`config.mk`:
```
export PLATFORM = sky130hd
export DESIGN_NAME = ordered_dither_rgb888_to_rgb565
export DESIGN_NICKNAME = d
export VERILOG_FILES = /design/src/odrgb_pkg.sv /design/src/ordered_dither_rgb888_to_rgb565.sv /design/src/odrgb_position.sv /design/src/odrgb_convert.sv
export SDC_FILE = /design/constraint.sdc
export NUM_CORES = 1
export LEC_CHECK = 0
export BUFFER_PORTS_ARGS = -buffer_cell sky130_fd_sc_hd__buf_2
export CAP_MARGIN = 20
export CORE_MARGIN = 8
export CORE_UTILIZATION = 40
export DETAILED_ROUTE_END_ITERATION = 12
export PLACE_DENSITY = 0.57
export SLEW_MARGIN = 20
export SYNTH_ARGS = -nofsm -noshare
export SYNTH_HDL_FRONTEND = slang
export SYNTH_HIERARCHICAL = 1
export SYNTH_SLANG_ARGS = --single-unit
```
`constraint.sdc`:
```
create_clock -name clock -period 4.2 [get_ports clock]
set_input_delay 0.84 -clock clock [delete_from_list [all_inputs] [get_ports clock]]
set_output_delay 0.84 -clock clock [all_outputs]
set_load 0.02 [all_outputs]
```
`src/odrgb_pkg.sv`:
```
package odrgb_pkg;

   localparam int unsigned ChannelWidth = 8;
   localparam int unsigned WidthBits    = 12;
   localparam int unsigned DitherBits   = 4;
   localparam int unsigned PixelBits    = 16;

   localparam logic [WidthBits-1:0] WidthReset = 12'd1;

   localparam logic [15:0] DitherRows [4] = '{16'h5140, 16'h3726, 16'h4051, 16'h2637};

   typedef struct packed {
      logic [ChannelWidth-1:0] red;
      logic [ChannelWidth-1:0] green;
      logic [ChannelWidth-1:0] blue;
   } color_type;

   typedef struct packed {
      color_type             color;
      logic [DitherBits-1:0] dither;
   } stage_type;

endpackage

```
`src/ordered_dither_rgb888_to_rgb565.sv`:
```
// an accepted request is held in the input register, then in the response register
// throughput: one request per cycle while rsp_stall is low, set by the input and response registers
// a stalled response stage backs up into the input register, then into req_stall
// reset (synchronous, active high) empties both stages, clears column and row,
// and sets the image width to one
module ordered_dither_rgb888_to_rgb565 (
   input  logic                                  clock,
   input  logic                                  reset,
   input  logic                                  csr_write_enable,
   input  logic [odrgb_pkg::WidthBits-1:0]       csr_write_data,
   input  logic                                  req_valid,
   output logic                                  req_stall,
   input  logic [odrgb_pkg::ChannelWidth-1:0]    req_red,
   input  logic [odrgb_pkg::ChannelWidth-1:0]    req_green,
   input  logic [odrgb_pkg::ChannelWidth-1:0]    req_blue,
   input  logic                                  req_start_of_frame,
   output logic                                  rsp_valid,
   input  logic                                  rsp_stall,
   output logic [odrgb_pkg::PixelBits-1:0]       rsp_pixel_rgb565
);

   logic                                s1_valid_ff;
   logic                                s1_valid_in;
   odrgb_pkg::stage_type                s1_data_ff;
   logic                                rsp_valid_ff;
   logic                                rsp_valid_in;
   logic [odrgb_pkg::PixelBits-1:0]     rsp_pixel_ff;
   logic [odrgb_pkg::PixelBits-1:0]     pixel;
   logic [odrgb_pkg::DitherBits-1:0]    dither;
   logic                                out_load;
   logic                                s1_load;
   logic                                accept;

   odrgb_position u_position (
      .clock            (clock),
      .reset            (reset),
      .csr_write_enable (csr_write_enable),
      .csr_write_data   (csr_write_data),
      .accept           (accept),
      .start_of_frame   (req_start_of_frame),
      .dither           (dither)
   );

   odrgb_convert u_convert (
      .stage (s1_data_ff),
      .pixel (pixel)
   );

   always_comb begin
      out_load     = !rsp_valid_ff || !rsp_stall;
      s1_load      = !s1_valid_ff || out_load;
      req_stall    = !s1_load;
      accept       = req_valid && s1_load;
      s1_valid_in  = s1_load ? req_valid : s1_valid_ff;
      rsp_valid_in = out_load ? s1_valid_ff : rsp_valid_ff;
   end

   always_ff @(posedge clock) begin
      if (reset) begin
         s1_valid_ff  <= 1'b0;
         rsp_valid_ff <= 1'b0;
      end else begin
         s1_valid_ff  <= s1_valid_in;
         rsp_valid_ff <= rsp_valid_in;
      end
   end

   always_ff @(posedge clock) begin
      if (accept) begin
         s1_data_ff <= '{color: '{red: req_red, green: req_green, blue: req_blue},
                         dither: dither};
      end
      if (out_load && s1_valid_ff) begin
         rsp_pixel_ff <= pixel;
      end
   end

   assign rsp_valid        = rsp_valid_ff;
   assign rsp_pixel_rgb565 = rsp_pixel_ff;

   a_reset_empty: assert property (@(posedge clock)
      reset |=> !rsp_valid_ff && !s1_valid_ff)
      else $error("pipeline not empty after reset");

   a_stall_only_when_full: assert property (@(posedge clock) disable iff (reset)
      req_stall |-> s1_valid_ff && rsp_valid_ff && rsp_stall)
      else $error("request stalled while a stage was free");

   a_advance: assert property (@(posedge clock) disable iff (reset)
      s1_valid_ff && out_load |=> rsp_valid_ff)
      else $error("input stage item lost on the way to the response");

   a_hold: assert property (@(posedge clock) disable iff (reset)
      s1_valid_ff && !out_load |=> s1_valid_ff && $stable(s1_data_ff))
      else $error("input stage changed while blocked");

endmodule

```
`src/odrgb_position.sv`:
```
module odrgb_position (
   input  logic                                clock,
   input  logic                                reset,
   input  logic                                csr_write_enable,
   input  logic [odrgb_pkg::WidthBits-1:0]     csr_write_data,
   input  logic                                accept,
   input  logic                                start_of_frame,
   output logic [odrgb_pkg::DitherBits-1:0]    dither
);

   logic [odrgb_pkg::WidthBits-1:0] width_ff;
   logic [odrgb_pkg::WidthBits-1:0] column_ff;
   logic [odrgb_pkg::WidthBits-1:0] column_in;
   logic [1:0]                      row_ff;
   logic [1:0]                      row_in;
   logic [odrgb_pkg::WidthBits-1:0] column_now;
   logic [1:0]                      row_now;
   logic [odrgb_pkg::WidthBits:0]   column_next;
   logic [15:0]                     row_word;

   always_comb begin
      column_now = start_of_frame ? '0 : column_ff;
      row_now    = start_of_frame ? '0 : row_ff;
      row_word   = odrgb_pkg::DitherRows[row_now];
      unique case (column_now[1:0])
         2'd0: dither = row_word[3:0];
         2'd1: dither = row_word[7:4];
         2'd2: dither = row_word[11:8];
         default: dither = row_word[15:12];
      endcase
      column_next = {1'b0, column_now} + 13'd1;
      column_in   = column_next[odrgb_pkg::WidthBits-1:0];
      row_in      = row_now;
      // wrap at end of row, also when the width was lowered mid-row
      if (column_in >= width_ff) begin
         column_in = '0;
         row_in    = row_now + 2'd1;
      end
   end

   always_ff @(posedge clock) begin
      if (reset) begin
         width_ff  <= odrgb_pkg::WidthReset;
         column_ff <= '0;
         row_ff    <= '0;
      end else begin
         if (csr_write_enable) begin
            width_ff <= csr_write_data;
         end
         if (accept) begin
            column_ff <= column_in;
            row_ff    <= row_in;
         end
      end
   end

endmodule

```
`src/odrgb_convert.sv`:
```
module odrgb_convert (
   input  odrgb_pkg::stage_type              stage,
   output logic [odrgb_pkg::PixelBits-1:0]   pixel
);

   logic [8:0] red_sum;
   logic [8:0] green_sum;
   logic [8:0] blue_sum;
   logic [7:0] red_sat;
   logic [7:0] green_sat;
   logic [7:0] blue_sat;

   always_comb begin
      red_sum   = {1'b0, stage.color.red} + 9'(stage.dither)
                  - 9'(stage.color.red[7:5]);
      green_sum = {1'b0, stage.color.green} + 9'(stage.dither[3:1])
                  - 9'(stage.color.green[7:6]);
      blue_sum  = {1'b0, stage.color.blue} + 9'(stage.dither)
                  - 9'(stage.color.blue[7:5]);
      red_sat   = red_sum[8]   ? 8'hFF : red_sum[7:0];
      green_sat = green_sum[8] ? 8'hFF : green_sum[7:0];
      blue_sat  = blue_sum[8]  ? 8'hFF : blue_sum[7:0];
      pixel     = {red_sat[7:3], green_sat[7:2], blue_sat[7:3]};
   end

endmodule

```
==> impl_metrics.ini <==
[status]
status = completed

[sta]
tightest_slew_ns = 0.807
max_freq_ghz = 0.281
finalHoldViolCount = 0
rsz0062_at_grt = false
tns_ns = 0
setup_viol = 0
relSlewSlack_pct = 46.1
period_needed_ns = 3.55
fin_skew_ns = 0.00781
fin_crit_sh_pct = 84.6
drv_slew = 0

[setup_path]
required_ns = 4.46
path_class = in2reg
worstReg2RegStart = u_position/column_ff[1]
crit_chain = buf_2 -> nor2b_1 -> ha_1 -> nand4b_1 -> nor2b_1 -> xnor2_1 -> nor2_1 -> ha_1 -> nand4_1 -> nor2_1 -> or3_1 -> a221o_2 -> a211o_1 -> o311ai_1
cpPeakStageDelay_ns = 0.40
cp_slowest_cell = a221o_2
reg2reg_depth = 13
worstPathArrival_ns = 3.82
critPathBufInv = 1
worstSetupEndpointType = flop
path_max_fanout = 8
start_kind = input pin
crit_family = simple AND/OR/NAND/NOR gates
r2r_end = u_position/row_ff[1]
rrSetupSlack_ns = 0.88

[synthesis]
synth_edf_count = 44
async_flop_share_pct = 0
yosys_warnings = 6
synth_compound_area_share_pct = 13.4
syn_area_sq_um = 4350
synth_fp_nets = 516
yosys_register_bits = 72
synth_xor_area_share_pct = 3.39
synthAdderAreaFrac_pct = 15.0
yosys.area.top_type = edfxtp_1
ys_types = 56
synth_area_leaders = edfxtp_1 30%, dfxtp_1 13%, ha_1 13%, inv_1 5.3%, mux2i_1 2.8%
yosys.area_share.simple_pct = 16.0
synth-seq-area-share_pct = 43.2
synth_flop_cell = edfxtp_1
synth_top_family_by_area = simple AND/OR/NAND/NOR gates
synth_top_area_share_pct = 30.4
synthMuxAreaShare_pct = 2.76
synth_cells = 425
synth.avg_cell_area_sq_um = 10.2

[layout]
layout_commonest_cell = inv_1
multi_input_area_sq_um = 2210
layout_common_cells = 62 x inv_1, 59 x buf_2, 44 x edfxtp_1, 44 x ha_1, 28 x dfxtp_1
drive_gt1_share_pct = 20.4
seqCellArea_sq_um = 1880
n_antenna_cell = 0
nFillCells = 1057
syn_to_final_growth_pct = 16.4
nNetsFinal = 581

[die]
die_w_um = 120
start_util_pct = 40.5
die_y_um = 120
fp-row-count = 38
core-area_sq_um = 10700
dieArea_sq_um = 14500
ios = 60

[cts]
clk_path_buf_depth = 2
cts_tree = done
htreeDepth = 3
cts_resized = 0
cts_sinks = 72
root_buffer = clkbuf_8
hold_buffers = 0
clkTransAtPathRegs_ns = 0.08
numCtsBuffers = 9
postCtsSetupBuffers = 0
clkLatencyLatePin_ns = 0.35

[drt]
firstDrtPassIters = 4
drtAntennaViolNets = 0
via_per_inst = 5.03
drtIter0Drc = 174
wire_per_inst_um = 13.6
totalWireLength_um = 8630
drc_errors = 0
vias = 3195

[global_route]
grt_pass1_wl_um = 14700
grt_max_degree = 32
grt-ovfl-total = 0
antenna_found_initial = 0
grt_pass1_vias = 3231
grt_use_total_pct = 12.6

[pwr]
power_mw = 1.84
powerDensity_nw_per_um2 = 364
vdd.ir_drop.worst_mv = 0.197
leakage_nw = 2.22

[placed_design]
routabilityCongestion = 0.769
place_hpwl_um = 6580
port_buffers = 59

[worst_hold_path]
hold_path_class = reg2reg
hold_end = u_position/column_ff[1]
hold_depth = 2
min_from = u_position/column_ff[1]

[flow_run]
cap_violations = 0
==> through the flow <==
stage | instances | area [sq um] | worst slack (ns) | hold slack (ns) | util (%)
finish | 635 | 5060 | 0.647 | 0.489 | 47.1
global route | 635 | 5060 | 0.421 | 0.510 | 47.1
CTS | 635 | 5060 | 0.679 | 0.490 | 47.1
detailed placement | 619 | 4820 | 0.279 | 0.477 | 44.9
global placement | 619 | 4820 | 0.380 | 0.471 | 44.9
floorplan | 425 | 4350 | 0.518 | 0.455 | -
==> how the worst max path moves through the flow <==
stage                             startpoint                       to  slack (ns)  cells past startpoint
after floorplan           req_start_of_frame     u_position/row_ff[1]        0.52                     14
after global placement    req_start_of_frame     u_position/row_ff[1]        0.38                     14
after detailed placement  req_start_of_frame     u_position/row_ff[1]        0.28                     13
after CTS                 req_start_of_frame     u_position/row_ff[1]        0.68                     13
after global routing      req_start_of_frame  u_position/column_ff[7]        0.42                     13
final                     req_start_of_frame     u_position/row_ff[1]        0.65                     14
==> power breakdown <==
part / internal [mW] / switching, mW
Combinational: 0.148 / 0.207
Clock: 0.395 / 0.274
Sequential: 0.800 / 0.0203
Total: 1.34 / 0.501
==> layer usage <==
layer	part of all wire, %	track usage [%]	routed length [um]	vias to the layer above
met1	43	14.1	3750	1507
met4	1.4	5.15	121	0
met2	51	21.7	4360	54
li1	-	-	-	1624
met5	0	0	0	-
met3	4.6	3.96	394	10
==> synth_stat cells (all sizes together), types with 2 or more instances <==
| master | instances |
|---|---|
| a21oi | 26 |
| a221oi | 3 |
| nand2b | 17 |
| o21a | 5 |
| fa | 5 |
| a31oi | 4 |
| nand3b | 2 |
| clkbuf | 7 |
| dfxtp | 28 |
| a21o | 6 |
| nor2 | 28 |
| nand4 | 4 |
| nand3 | 22 |
| and3 | 3 |
| xnor2 | 6 |
| mux2i | 12 |
| nor3 | 9 |
| or3b | 4 |
| a211oi | 2 |
| buf | 2 |
| nand4b | 3 |
| ha | 44 |
| a21boi | 2 |
| o21ai | 13 |
| a211o | 2 |
| o31ai | 3 |
| and4 | 2 |
| inv | 62 |
| or3 | 4 |
| nand2 | 15 |
| edfxtp | 44 |
| o41ai | 4 |
| o211ai | 2 |
| xor2 | 10 |
| nor2b | 10 |
==> worst reg2reg max path, delay by kind of cell (launching register included) <==
| family | cells | cell delay (ns) |
|---|---|---|
| flops | 1 | 0.35 |
| compound gates | 3 | 0.79 |
| simple gates | 7 | 1.41 |
| fa+ha+maj | 2 | 0.55 |
| xor+xnor | 1 | 0.16 |
==> cell families (layout without fill, tap and decap cells) <==
kind of cell / after synthesis / count (layout)
buffers and inverters: 71 / 141
XOR/XNOR: 16 / 16
flip-flops: 72 / 72
AO/OA/AOI/OAI: 80 / 80
AND/OR/NAND/NOR: 124 / 124
other: 1 / 1
multiplexers: 12 / 12
adder cells (fa/ha/maj): 49 / 49
==> area by class of cell <==
| type | instances | share of cell area (%) |
|---|---|---|
| Multi-Input combinational cell | 282 | 43.6 |
| Sequential cell | 72 | 37.2 |
| Timing Repair Buffer | 63 | 6.42 |
| Inverter | 62 | 4.59 |
| Tap cell | 140 | 3.46 |
| Clock buffer | 9 | 2.45 |
| Clock inverter | 7 | 2.35 |
==> flip-flops by register name, indices dropped and copies added, names as in the netlist <==
register,count
rsp_pixel_rgb565,16
rsp_valid,1
s1_data_ff,28
s1_valid_ff,1
u_position/column_ff,12
u_position/row_ff,2
u_position/width_ff,12
Power figures use the tool's default switching activity.
